[src/rtl/core/lupmi_pkg.sv]
// Shared types and constants for the LU pivot matrix inverter.
// Used by lupmi_dp, lupmi_ctrl and lu_pivot_matrix_inverter; depends on nothing.
`timescale 1ns / 1ps

package lupmi_pkg;

  localparam int IDX_W  = 3;
  localparam int CNT_W  = 4;
  localparam int DATA_W = 32;
  localparam int TOL_W  = 16;
  localparam int SIZE_W = 4;
  localparam int ROWS   = 8;

  // Configuration register indexes.
  localparam logic CFG_SIZE = 1'b0;
  localparam logic CFG_TOL  = 1'b1;

  // Datapath operations issued by the controller, one per cycle.
  typedef enum logic [4:0] {
    DP_NOP,
    DP_WRITE_IN,
    DP_WR_X,
    DP_WR_A,
    DP_WR_RD,
    DP_A_RD,
    DP_A_X,
    DP_B_RD,
    DP_B_SC,
    DP_X_RD,
    DP_X_SC,
    DP_X_UNIT,
    DP_MUL1,
    DP_MUL2,
    DP_DIV_GO,
    DP_SC_WR,
    DP_SCAN_INIT,
    DP_SCAN,
    DP_PERM_INIT,
    DP_PERM_SWAP,
    DP_EMIT,
    DP_EMIT_SING
  } dp_op_t;

  typedef struct packed {
    dp_op_t           op;
    logic [IDX_W-1:0] rrow;
    logic [IDX_W-1:0] rcol;
    logic [IDX_W-1:0] wrow;
    logic [IDX_W-1:0] wcol;
    logic [IDX_W-1:0] idx;
    logic [IDX_W-1:0] col;
    logic             last;
  } dp_cmd_t;

  typedef struct packed {
    logic [IDX_W-1:0] imax;
    logic             below_tol;
    logic             max_zero;
    logic             rd_zero;
    logic             div_busy;
  } dp_status_t;

  typedef enum logic [5:0] {
    S_IDLE, S_INIT, S_SCAN_INIT, S_SCAN, S_SCAN_CHK,
    S_SWAP_RA, S_SWAP_RB, S_SWAP_W1, S_SWAP_W2, S_SWAP_PERM,
    S_EL_RA, S_EL_RB, S_EL_B, S_EL_DGO, S_EL_DW, S_EL_WF, S_EL_AF,
    S_EL_KA, S_EL_KB, S_EL_KC, S_EL_KW,
    S_MUL1, S_MUL2, S_NEXT_COL, S_DIAG_RA, S_DIAG_CHK,
    S_FW_INIT, S_FW_RA, S_FW_RB, S_FW_SB, S_FW_WR,
    S_BK_INIT, S_BK_RA, S_BK_RB, S_BK_SB,
    S_BK_DRA, S_BK_DB, S_BK_DGO, S_BK_DW, S_BK_WR,
    S_EMIT, S_SING
  } ctrl_state_t;

  typedef enum logic [1:0] {
    PH_EL,
    PH_FW,
    PH_BK
  } mul_phase_t;

endpackage

[src/rtl/core/lupmi_ctrl.sv]
// Controller of the LU pivot matrix inverter: loop counters and the state
// machine that sequences loading, factoring, solving and emitting.
// Depends on lupmi_pkg.
`timescale 1ns / 1ps

module lupmi_ctrl (
  input  logic                            clk,
  input  logic                            rst,
  input  logic                            start,
  input  logic                            load_clear,
  input  logic [lupmi_pkg::SIZE_W-1:0]    n,
  input  lupmi_pkg::dp_status_t           status,
  output logic                            busy,
  output lupmi_pkg::dp_cmd_t              cmd
);

  lupmi_pkg::ctrl_state_t state, state_next;
  lupmi_pkg::mul_phase_t  phase, phase_next;
  logic [lupmi_pkg::CNT_W-1:0] lrow, lrow_next, lcol, lcol_next;
  logic [lupmi_pkg::CNT_W-1:0] col, col_next, row, row_next, kk, kk_next;

  // State and counter registers.
  always_ff @(posedge clk) begin
    if (rst) begin
      state <= lupmi_pkg::S_IDLE;
      phase <= lupmi_pkg::PH_EL;
      lrow  <= '0;
      lcol  <= '0;
      col   <= '0;
      row   <= '0;
      kk    <= '0;
    end else begin
      state <= state_next;
      phase <= phase_next;
      lrow  <= lrow_next;
      lcol  <= lcol_next;
      col   <= col_next;
      row   <= row_next;
      kk    <= kk_next;
    end
  end

  assign busy = (state != lupmi_pkg::S_IDLE);

  // Next state and datapath command.
  always_comb begin
    state_next = state;
    phase_next = phase;
    lrow_next  = lrow;
    lcol_next  = lcol;
    col_next   = col;
    row_next   = row;
    kk_next    = kk;
    cmd        = '0;
    cmd.op     = lupmi_pkg::DP_NOP;

    case (state)
      lupmi_pkg::S_IDLE: begin
        if (load_clear) begin
          lrow_next = '0;
          lcol_next = '0;
        end else if (start) begin
          cmd.op   = lupmi_pkg::DP_WRITE_IN;
          cmd.wrow = lrow[2:0];
          cmd.wcol = lcol[2:0];
          if (lcol + 1'b1 >= n) begin
            lcol_next = '0;
            if (lrow + 1'b1 >= n) begin
              lrow_next  = '0;
              state_next = lupmi_pkg::S_INIT;
            end else begin
              lrow_next = lrow + 1'b1;
            end
          end else begin
            lcol_next = lcol + 1'b1;
          end
        end
      end

      lupmi_pkg::S_INIT: begin
        cmd.op     = lupmi_pkg::DP_PERM_INIT;
        col_next   = '0;
        state_next = lupmi_pkg::S_SCAN_INIT;
      end

      // Pivot search down the current column.
      lupmi_pkg::S_SCAN_INIT: begin
        cmd.op     = lupmi_pkg::DP_SCAN_INIT;
        cmd.col    = col[2:0];
        cmd.rrow   = col[2:0];
        cmd.rcol   = col[2:0];
        row_next   = col;
        state_next = lupmi_pkg::S_SCAN;
      end

      lupmi_pkg::S_SCAN: begin
        cmd.op   = lupmi_pkg::DP_SCAN;
        cmd.idx  = row[2:0];
        cmd.rrow = 3'(row + 1'b1);
        cmd.rcol = col[2:0];
        row_next = row + 1'b1;
        if (row + 1'b1 >= n) begin
          state_next = lupmi_pkg::S_SCAN_CHK;
        end
      end

      lupmi_pkg::S_SCAN_CHK: begin
        if (status.below_tol) begin
          state_next = lupmi_pkg::S_SING;
        end else if (status.imax != col[2:0]) begin
          kk_next    = '0;
          state_next = lupmi_pkg::S_SWAP_RA;
        end else if (status.max_zero) begin
          state_next = lupmi_pkg::S_NEXT_COL;
        end else begin
          row_next   = col + 1'b1;
          state_next = lupmi_pkg::S_EL_RA;
        end
      end

      // Row exchange, one entry at a time.
      lupmi_pkg::S_SWAP_RA: begin
        cmd.rrow   = col[2:0];
        cmd.rcol   = kk[2:0];
        state_next = lupmi_pkg::S_SWAP_RB;
      end

      lupmi_pkg::S_SWAP_RB: begin
        cmd.op     = lupmi_pkg::DP_A_RD;
        cmd.rrow   = status.imax;
        cmd.rcol   = kk[2:0];
        state_next = lupmi_pkg::S_SWAP_W1;
      end

      lupmi_pkg::S_SWAP_W1: begin
        cmd.op     = lupmi_pkg::DP_WR_RD;
        cmd.wrow   = col[2:0];
        cmd.wcol   = kk[2:0];
        state_next = lupmi_pkg::S_SWAP_W2;
      end

      lupmi_pkg::S_SWAP_W2: begin
        cmd.op   = lupmi_pkg::DP_WR_A;
        cmd.wrow = status.imax;
        cmd.wcol = kk[2:0];
        kk_next  = kk + 1'b1;
        if (kk + 1'b1 < n) begin
          state_next = lupmi_pkg::S_SWAP_RA;
        end else begin
          state_next = lupmi_pkg::S_SWAP_PERM;
        end
      end

      lupmi_pkg::S_SWAP_PERM: begin
        cmd.op  = lupmi_pkg::DP_PERM_SWAP;
        cmd.col = col[2:0];
        if (status.max_zero) begin
          state_next = lupmi_pkg::S_NEXT_COL;
        end else begin
          row_next   = col + 1'b1;
          state_next = lupmi_pkg::S_EL_RA;
        end
      end

      // Elimination: multiplier of row 'row', then update of its tail.
      lupmi_pkg::S_EL_RA: begin
        cmd.rrow   = row[2:0];
        cmd.rcol   = col[2:0];
        state_next = lupmi_pkg::S_EL_RB;
      end

      lupmi_pkg::S_EL_RB: begin
        cmd.op     = lupmi_pkg::DP_X_RD;
        cmd.rrow   = col[2:0];
        cmd.rcol   = col[2:0];
        state_next = lupmi_pkg::S_EL_B;
      end

      lupmi_pkg::S_EL_B: begin
        cmd.op     = lupmi_pkg::DP_B_RD;
        state_next = lupmi_pkg::S_EL_DGO;
      end

      lupmi_pkg::S_EL_DGO: begin
        cmd.op     = lupmi_pkg::DP_DIV_GO;
        state_next = lupmi_pkg::S_EL_DW;
      end

      lupmi_pkg::S_EL_DW: begin
        if (!status.div_busy) begin
          state_next = lupmi_pkg::S_EL_WF;
        end
      end

      lupmi_pkg::S_EL_WF: begin
        cmd.op     = lupmi_pkg::DP_WR_X;
        cmd.wrow   = row[2:0];
        cmd.wcol   = col[2:0];
        state_next = lupmi_pkg::S_EL_AF;
      end

      lupmi_pkg::S_EL_AF: begin
        cmd.op     = lupmi_pkg::DP_A_X;
        kk_next    = col + 1'b1;
        state_next = lupmi_pkg::S_EL_KA;
      end

      lupmi_pkg::S_EL_KA: begin
        cmd.rrow   = row[2:0];
        cmd.rcol   = kk[2:0];
        state_next = lupmi_pkg::S_EL_KB;
      end

      lupmi_pkg::S_EL_KB: begin
        cmd.op     = lupmi_pkg::DP_X_RD;
        cmd.rrow   = col[2:0];
        cmd.rcol   = kk[2:0];
        state_next = lupmi_pkg::S_EL_KC;
      end

      lupmi_pkg::S_EL_KC: begin
        cmd.op     = lupmi_pkg::DP_B_RD;
        phase_next = lupmi_pkg::PH_EL;
        state_next = lupmi_pkg::S_MUL1;
      end

      lupmi_pkg::S_EL_KW: begin
        cmd.op   = lupmi_pkg::DP_WR_X;
        cmd.wrow = row[2:0];
        cmd.wcol = kk[2:0];
        kk_next  = kk + 1'b1;
        if (kk + 1'b1 < n) begin
          state_next = lupmi_pkg::S_EL_KA;
        end else if (row + 1'b1 < n) begin
          row_next   = row + 1'b1;
          state_next = lupmi_pkg::S_EL_RA;
        end else begin
          state_next = lupmi_pkg::S_NEXT_COL;
        end
      end

      // Shared multiply-subtract, returning to the loop that called it.
      lupmi_pkg::S_MUL1: begin
        cmd.op     = lupmi_pkg::DP_MUL1;
        state_next = lupmi_pkg::S_MUL2;
      end

      lupmi_pkg::S_MUL2: begin
        cmd.op = lupmi_pkg::DP_MUL2;
        case (phase)
          lupmi_pkg::PH_EL: begin
            state_next = lupmi_pkg::S_EL_KW;
          end
          lupmi_pkg::PH_FW: begin
            kk_next    = kk + 1'b1;
            state_next = (kk + 1'b1 < row) ? lupmi_pkg::S_FW_RA : lupmi_pkg::S_FW_WR;
          end
          default: begin
            kk_next    = kk + 1'b1;
            state_next = (kk + 1'b1 < n) ? lupmi_pkg::S_BK_RA : lupmi_pkg::S_BK_DRA;
          end
        endcase
      end

      lupmi_pkg::S_NEXT_COL: begin
        col_next = col + 1'b1;
        if (col + 2'd2 < n) begin
          state_next = lupmi_pkg::S_SCAN_INIT;
        end else begin
          row_next   = '0;
          state_next = lupmi_pkg::S_DIAG_RA;
        end
      end

      // A zero on the diagonal of U means the matrix is singular.
      lupmi_pkg::S_DIAG_RA: begin
        cmd.rrow   = row[2:0];
        cmd.rcol   = row[2:0];
        state_next = lupmi_pkg::S_DIAG_CHK;
      end

      lupmi_pkg::S_DIAG_CHK: begin
        if (status.rd_zero) begin
          state_next = lupmi_pkg::S_SING;
        end else if (row + 1'b1 < n) begin
          row_next   = row + 1'b1;
          state_next = lupmi_pkg::S_DIAG_RA;
        end else begin
          row_next   = '0;
          col_next   = '0;
          state_next = lupmi_pkg::S_FW_INIT;
        end
      end

      // Forward substitution on the permuted unit column 'col'.
      lupmi_pkg::S_FW_INIT: begin
        cmd.op     = lupmi_pkg::DP_X_UNIT;
        cmd.idx    = row[2:0];
        cmd.col    = col[2:0];
        kk_next    = '0;
        state_next = (row == '0) ? lupmi_pkg::S_FW_WR : lupmi_pkg::S_FW_RA;
      end

      lupmi_pkg::S_FW_RA: begin
        cmd.rrow   = row[2:0];
        cmd.rcol   = kk[2:0];
        state_next = lupmi_pkg::S_FW_RB;
      end

      lupmi_pkg::S_FW_RB: begin
        cmd.op     = lupmi_pkg::DP_A_RD;
        state_next = lupmi_pkg::S_FW_SB;
      end

      lupmi_pkg::S_FW_SB: begin
        cmd.op     = lupmi_pkg::DP_B_SC;
        cmd.idx    = kk[2:0];
        phase_next = lupmi_pkg::PH_FW;
        state_next = lupmi_pkg::S_MUL1;
      end

      lupmi_pkg::S_FW_WR: begin
        cmd.op  = lupmi_pkg::DP_SC_WR;
        cmd.idx = row[2:0];
        if (row + 1'b1 < n) begin
          row_next   = row + 1'b1;
          state_next = lupmi_pkg::S_FW_INIT;
        end else begin
          row_next   = n - 1'b1;
          state_next = lupmi_pkg::S_BK_INIT;
        end
      end

      // Back substitution, last row first.
      lupmi_pkg::S_BK_INIT: begin
        cmd.op     = lupmi_pkg::DP_X_SC;
        cmd.idx    = row[2:0];
        kk_next    = row + 1'b1;
        state_next = (row + 1'b1 < n) ? lupmi_pkg::S_BK_RA : lupmi_pkg::S_BK_DRA;
      end

      lupmi_pkg::S_BK_RA: begin
        cmd.rrow   = row[2:0];
        cmd.rcol   = kk[2:0];
        state_next = lupmi_pkg::S_BK_RB;
      end

      lupmi_pkg::S_BK_RB: begin
        cmd.op     = lupmi_pkg::DP_A_RD;
        state_next = lupmi_pkg::S_BK_SB;
      end

      lupmi_pkg::S_BK_SB: begin
        cmd.op     = lupmi_pkg::DP_B_SC;
        cmd.idx    = kk[2:0];
        phase_next = lupmi_pkg::PH_BK;
        state_next = lupmi_pkg::S_MUL1;
      end

      lupmi_pkg::S_BK_DRA: begin
        cmd.rrow   = row[2:0];
        cmd.rcol   = row[2:0];
        state_next = lupmi_pkg::S_BK_DB;
      end

      lupmi_pkg::S_BK_DB: begin
        cmd.op     = lupmi_pkg::DP_B_RD;
        state_next = lupmi_pkg::S_BK_DGO;
      end

      lupmi_pkg::S_BK_DGO: begin
        cmd.op     = lupmi_pkg::DP_DIV_GO;
        state_next = lupmi_pkg::S_BK_DW;
      end

      lupmi_pkg::S_BK_DW: begin
        if (!status.div_busy) begin
          state_next = lupmi_pkg::S_BK_WR;
        end
      end

      lupmi_pkg::S_BK_WR: begin
        cmd.op  = lupmi_pkg::DP_SC_WR;
        cmd.idx = row[2:0];
        if (row == '0) begin
          state_next = lupmi_pkg::S_EMIT;
        end else begin
          row_next   = row - 1'b1;
          state_next = lupmi_pkg::S_BK_INIT;
        end
      end

      // Emit the finished column, rows in ascending order.
      lupmi_pkg::S_EMIT: begin
        cmd.op   = lupmi_pkg::DP_EMIT;
        cmd.idx  = row[2:0];
        cmd.col  = col[2:0];
        cmd.last = (row + 1'b1 == n) && (col + 1'b1 == n);
        if (row + 1'b1 < n) begin
          row_next = row + 1'b1;
        end else begin
          row_next = '0;
          if (col + 1'b1 < n) begin
            col_next   = col + 1'b1;
            state_next = lupmi_pkg::S_FW_INIT;
          end else begin
            state_next = lupmi_pkg::S_IDLE;
          end
        end
      end

      lupmi_pkg::S_SING: begin
        cmd.op     = lupmi_pkg::DP_EMIT_SING;
        state_next = lupmi_pkg::S_IDLE;
      end

      default: begin
        state_next = lupmi_pkg::S_IDLE;
      end
    endcase
  end

  // While the controller is idle, the datapath gets no command but input writes.
  a_idle_ops: assert property (@(posedge clk) disable iff (rst)
    (state == lupmi_pkg::S_IDLE) |->
      (cmd.op == lupmi_pkg::DP_NOP || cmd.op == lupmi_pkg::DP_WRITE_IN))
    else $error("datapath command issued while idle");

  // No division may still be running once the controller has gone idle.
  a_idle_div: assert property (@(posedge clk) disable iff (rst)
    (state == lupmi_pkg::S_IDLE) |-> !status.div_busy)
    else $error("divider busy while idle");

  // Emitted rows and columns stay inside the matrix order.
  a_emit_range: assert property (@(posedge clk) disable iff (rst)
    (state == lupmi_pkg::S_EMIT) |-> (row < n && col < n))
    else $error("emitted index beyond matrix order");

  // A singular verdict ends the run.
  a_sing_end: assert property (@(posedge clk) disable iff (rst)
    (state == lupmi_pkg::S_SING) |=> (state == lupmi_pkg::S_IDLE))
    else $error("run continued after singular result");

endmodule

[config.mk]
export PLATFORM = sky130hd
export DESIGN_NAME = lupmi_ctrl
export DESIGN_NICKNAME = d
export VERILOG_FILES = /design/src/rtl/core/lupmi_pkg.sv /design/src/rtl/core/lupmi_ctrl.sv
export SDC_FILE = /design/constraint.sdc
export NUM_CORES = 1
export LEC_CHECK = 0
export BUFFER_PORTS_ARGS = -buffer_cell sky130_fd_sc_hd__buf_2
export CORE_MARGIN = 3
export CORE_UTILIZATION = 35
export DETAILED_ROUTE_END_ITERATION = 6
export PLACE_DENSITY = 0.54
export SLEW_MARGIN = 30
export SYNTH_ARGS = -nofsm -noshare
export SYNTH_HDL_FRONTEND = slang
export SYNTH_SLANG_ARGS = --single-unit
[constraint.sdc]
create_clock -name clk -period 7.8 [get_ports clk]
set_input_delay 1.17 -clock clk [delete_from_list [all_inputs] [get_ports clk]]
set_output_delay 1.17 -clock clk [all_outputs]
set_load 0.01 [all_outputs]
# --- Word level (Yosys, flattened, before mapping) ---
# Cells that the tools add are included.
op_classes:
  addsub: 8
  magnitude_cmp: 8
  eq_ne: 64
  n_mux: 64
  reduce_logical: 32
op_table:
  columns: ["operator", "n"]
  rows:
  - ["one-hot mux 6 bit (39 select lines)", 1]
  - ["one-hot mux 5 bit (21 select lines)", 1]
  - ["2-to-1 mux 4 bit", 25]
  - ["equality test 6 x 5 -> 1 bit, second input constant", 16]
  - ["2-to-1 mux 6 bit", 14]
  - ["equality test 6 bit, second input constant", 10]
  - ["equality test 6 x 4 -> 1 bit, second input constant", 8]
  - ["one-hot mux 6 bit (7 select lines)", 1]
  - ["one-hot mux 4 bit (10 select lines)", 1]
  - ["inequality test 2 bit, second input constant", 19]
  - ["one-hot mux 6 bit (5 select lines)", 1]
  - ["2-to-1 mux 5 bit", 5]
  - ["equality test 6 x 3 -> 1 bit, second input constant", 4]
  - ["one-hot mux 4 bit (6 select lines)", 1]
  - ["adder 4 x 1 -> 4 bit, second input constant", 5]
  - ["less-than comparator 4 bit", 5]
  - ["OR reduction 2 bit", 9]
  - ["one-hot mux 4 bit (4 select lines)", 1]
  - ["AND reduction 8 bit", 2]
  - ["equality test 6 x 2 -> 1 bit, second input constant", 2]
  - [">= comparator 4 bit", 3]
  - ["2-to-1 mux 3 bit", 4]
  - ["one-hot mux 6 bit (2 select lines)", 1]
  - ["nonzero test 6 bit", 2]
  - ["other kinds (25)", 35]
word_totals:
  ff_bits: 28
  input_bits: 15
  output_inout_bits: 25
  word_cells: 183

# --- Logic depth before layout (Yosys ltp) ---
depth:
  depth_word: 7
  ltp_mapped: 10
  mapped_depth_nobuf: 10

# --- Least setup slack after synthesis ---
# Ideal clock, no wire load.
synth_path:
  path_type: "input port to output port"
  startpoint: "input port n[3] (netlist name)"
  endpoint: "output port cmd[0] (netlist name)"
  t_arrival_ns: 2.110
  required_time_ns: 6.630
  path_slack_ns: 4.520
  cell_stages: 5
  cell_sequence: "inv_1 ha_1 and3_1 nand2_1 nor3_1"
synth_rtl:
  columns: ["item", "line", "text"]
  rows:
  - ["start, declared", "lupmi_ctrl.sv:11", "input logic [lupmi_pkg::SIZE_W-1:0] n,"]
  - ["end, declared", "lupmi_ctrl.sv:14", "output lupmi_pkg::dp_cmd_t cmd"]

==> run_results.csv <==
group,metric,value,unit
clock_network,hold_buffers,0,
clock_network,cts.repair.resized,0,
route,drc_errors,0,
sta,period_minus_slack,4.02,ns
synthesis,netlist_area,4180,sq um
pwr,p_sw_share,55.3,%
sta,fin_crit_sh,51.5,%
final_layout,nets,657,
final_layout,final_cell_area,4520,sq um
final_layout,multi_input_area,3320,sq um
sta,max_freq,249,MHz
synthesis,synth-edff-count,0,
synthesis,synthCells,602,
synthesis,syn_area_per_cell,6.94,sq um
final_layout,fillers,1255,
synthesis,yosysTopAreaCell,"dfxtp_1",
synthesis,synth_ff_type,"dfxtp_1",
route,wl_met1,7390,um
setup_path,required,6.63,ns
pwr,intPower,0.548,mW
route,wl_per_cell,23.1,um
floorplan,die-area,13300,sq um
sta,worst_slew_pin_slew,0.901,ns
clock_network,cts_setup_buffers,0,
placement,dp_hpwl,13000,um
route,vias_per_cell,6.63,
route,antenna_left,0,
flow_run,cap_violations,0,
min_path,min_path_type,"register to register",
pwr,clockPowerShare,13.4,%
route,wl_met3,1700,um
pwr,seq_power_share,15.6,%
synthesis,ys.warnings.count,0,
synthesis,synth_area_leaders,"dfxtp_1 (13%), ha_1 (10%), a21oi_1 (5.4%)",
pwr,p_sw,0.677,mW
pwr,max-vdd-ir-drop,0.140,mV
setup_path,end_kind,"output pin",
global_route,track_usage,26.0,%
clock_network,cts_root_buffer,"clkbuf_16",
synthesis,ys_ff_latch,28,
placement,place_area,4410,sq um
clock_network,cts_tree,"yes",
sta,hold_viol,0,
sta,fin_setup_tns,0,ns
pwr,power.leakage,1.81,nW
setup_path,crit_fanout,45,
global_route,grt_pass1_wl,27100,um
placement,port_buffers,39,
setup_path,worstPathArrival,2.85,ns
clock_network,ctsHtreeMaxLevel,1,
sta,finalSetupViolations,0,
synthesis,synth.top_cell.area_share,13.4,%
synthesis,synth_cell_types,72,
sta,final_max_slew_viol_count,0,
synthesis,synth-async-reset-ratio,0,%
clock_network,path_clk_slew,0.08,ns
outcome,status,"finished, final reports clean",
final_layout,syn_to_final_growth,8.24,%
route,highest_layer,"met4",
floorplan,ios,40,
placement,gp_congestion,1.09,
setup_path,cp-start-kind,"register",
global_route,grt_pass1_vias,4713,
sta,rsz0062_at_grt,"no",
final_layout,regArea,561,sq um
final_layout,drive_above_1_share,11.4,%
floorplan,rows,39,
clock_network,insertion_delay,0.28,ns
pwr,pwr-share-comb,71.0,%
route,wl,17300,um
clock_network,numCtsBuffers,3,
route,drtIter0Drc,647,
route,wl_met2,7760,um
clock_network,cts_sinks,28,
setup_path,crit_type,"register to output pin",
synthesis,seq_area_frac_synth,13.4,%
sta,maxSlewHeadroom,39.8,%
global_route,grt-ovfl-total,0,
clock_network,cts_max_path_buffers,2,
floorplan,die_w,115,um
route,first_pass_iters,7,
synthesis,syn_nets,651,
route,vias,4974,
pwr,p_per_area,271,nW/um^2
global_route,antenna_found_initial,0,
final_layout,antenna_cells,0,
floorplan,coreArea,11500,sq um
floorplan,die_h,115,um
sta,skew,0.00997,ns
floorplan,start_util,36.3,%
global_route,grt_max_degree,46,
[path summary, 6_finish.rpt]
path                            startpoint  endpoint  slack [ns]  cells past startpoint
worst max-delay path              state[2]   cmd[19]        3.78                      7
worst min-delay path                 kk[3]     kk[3]        0.48                      2
worst max register to register      row[0]    row[1]        4.35                      9
worst min register to register       kk[3]     kk[3]        0.48                      2
[layer usage]
metal,vias to the layer above,GRT usage [%]
li1,2260,-
met1,2367,36.5
met2,304,40.6
met3,43,3.74
met4,0,9.15
met5,-,0
[cells in the final DEF, fill, tap and decap left out, types with 5 or more instances in the layout]
| master | instances |
|---|---|
| a21oi_1 | 45 |
| a221oi_1 | 5 |
| a222oi_1 | 9 |
| a22o_1 | 7 |
| a22oi_1 | 11 |
| and3_1 | 6 |
| buf_2 | 39 |
| buf_4 | 6 |
| dfxtp_1 | 28 |
| ha_1 | 34 |
| inv_1 | 28 |
| nand2_1 | 47 |
| nand2b_1 | 18 |
| nand3_1 | 22 |
| nand4_1 | 8 |
| nor2_1 | 59 |
| nor2b_1 | 15 |
| nor3_1 | 18 |
| nor4_1 | 6 |
| o211ai_1 | 8 |
| o21a_1 | 8 |
| o21ai_0 | 38 |
| o22ai_1 | 10 |
| o32ai_1 | 5 |
| or3_1 | 7 |
| or4_1 | 5 |
| xnor2_1 | 16 |
| xor2_1 | 9 |
[logic make-up (layout without fill, tap and decap cells)]
family          Yosys count  after routing  share of synthesized area [%]
simple gates            237            237                           29.1
compound gates          201            201                           34.3
buf+inv                  74             79                           7.01
fa+ha+maj                34             34                           10.2
flops                    28             28                           13.4
xor+xnor                 25             25                           5.24
mux                       3              3                          0.749
[sequential cells by signal (all words and copies together) (netlist names)]
signal	count
kk	4
row	4
col	4
phase	2
lcol	4
lrow	4
state	6
[worst max-delay path: stages (launching register included)]
cell      delay (ns)
dfxtp_1         0.30
buf_4           0.26
nor2_1          0.51
nand2_1         0.41
nor3b_2         0.65
a221oi_1        0.15
o221ai_1        0.12
buf_2           0.17
[final cells by class]
| cell class | count | area share [%] |
|---|---|---|
| inverter | 30 | 2.49 |
| sequential | 28 | 12.4 |
| multi-input combinational | 500 | 73.5 |
| clock buffer | 3 | 1.66 |
| timing repair buffer | 45 | 5.32 |
| tap | 143 | 3.96 |
| clock inverter | 1 | 0.664 |
[power by group through the flow]
stage / sequential (mW) / clock [mW] / combinational, mW
final: 0.191 / 0.164 / 0.870
after global routing: 0.194 / 0.171 / 0.940
after CTS: 0.190 / 0.166 / 0.844
after detailed placement: 0.193 / 0 / 0.840
after global placement: 0.194 / 0 / 0.842
after floorplan: 0.184 / 0 / 0.615
[metrics by stage]
stage               setup slack (ns)  hold WS (ns)  power (mW)  cells  utilization, %
floorplan                       4.52         0.444       0.800    602               -
finish                          3.78         0.482        1.22    750            39.2
global placement                4.09         0.457        1.04    746            38.3
CTS                             3.82         0.479        1.20    750            39.2
global route                    3.65         0.499        1.30    750            39.2
detailed placement              4.12         0.467        1.03    746            38.3
[synthesized netlist by cell type (3+ instances only)]
cell type / count
a211oi_1: 4
a211oi_2: 4
a21boi_0: 3
a21o_1: 4
a21oi_1: 45
a221o_1: 3
a221oi_1: 5
a222oi_1: 9
a22o_1: 7
a22oi_1: 11
a311oi_2: 3
a31oi_1: 4
a32oi_1: 4
and2_1: 4
and3_1: 6
buf_1: 4
buf_2: 9
clkbuf_1: 30
dfxtp_1: 28
ha_1: 34
inv_1: 28
nand2_1: 47
nand2b_1: 18
nand3_1: 22
nand3b_1: 4
nand4_1: 8
nor2_1: 59
nor2b_1: 15
nor3_1: 18
nor4_1: 6
o211ai_1: 8
o21a_1: 8
o21ai_0: 38
o221ai_1: 4
o22ai_1: 10
o31ai_1: 3
o32ai_1: 5
or2_2: 4
or3_1: 7
or3b_1: 3
or4_1: 5
xnor2_1: 16
xor2_1: 9
(Power assumes the default switching activity.)
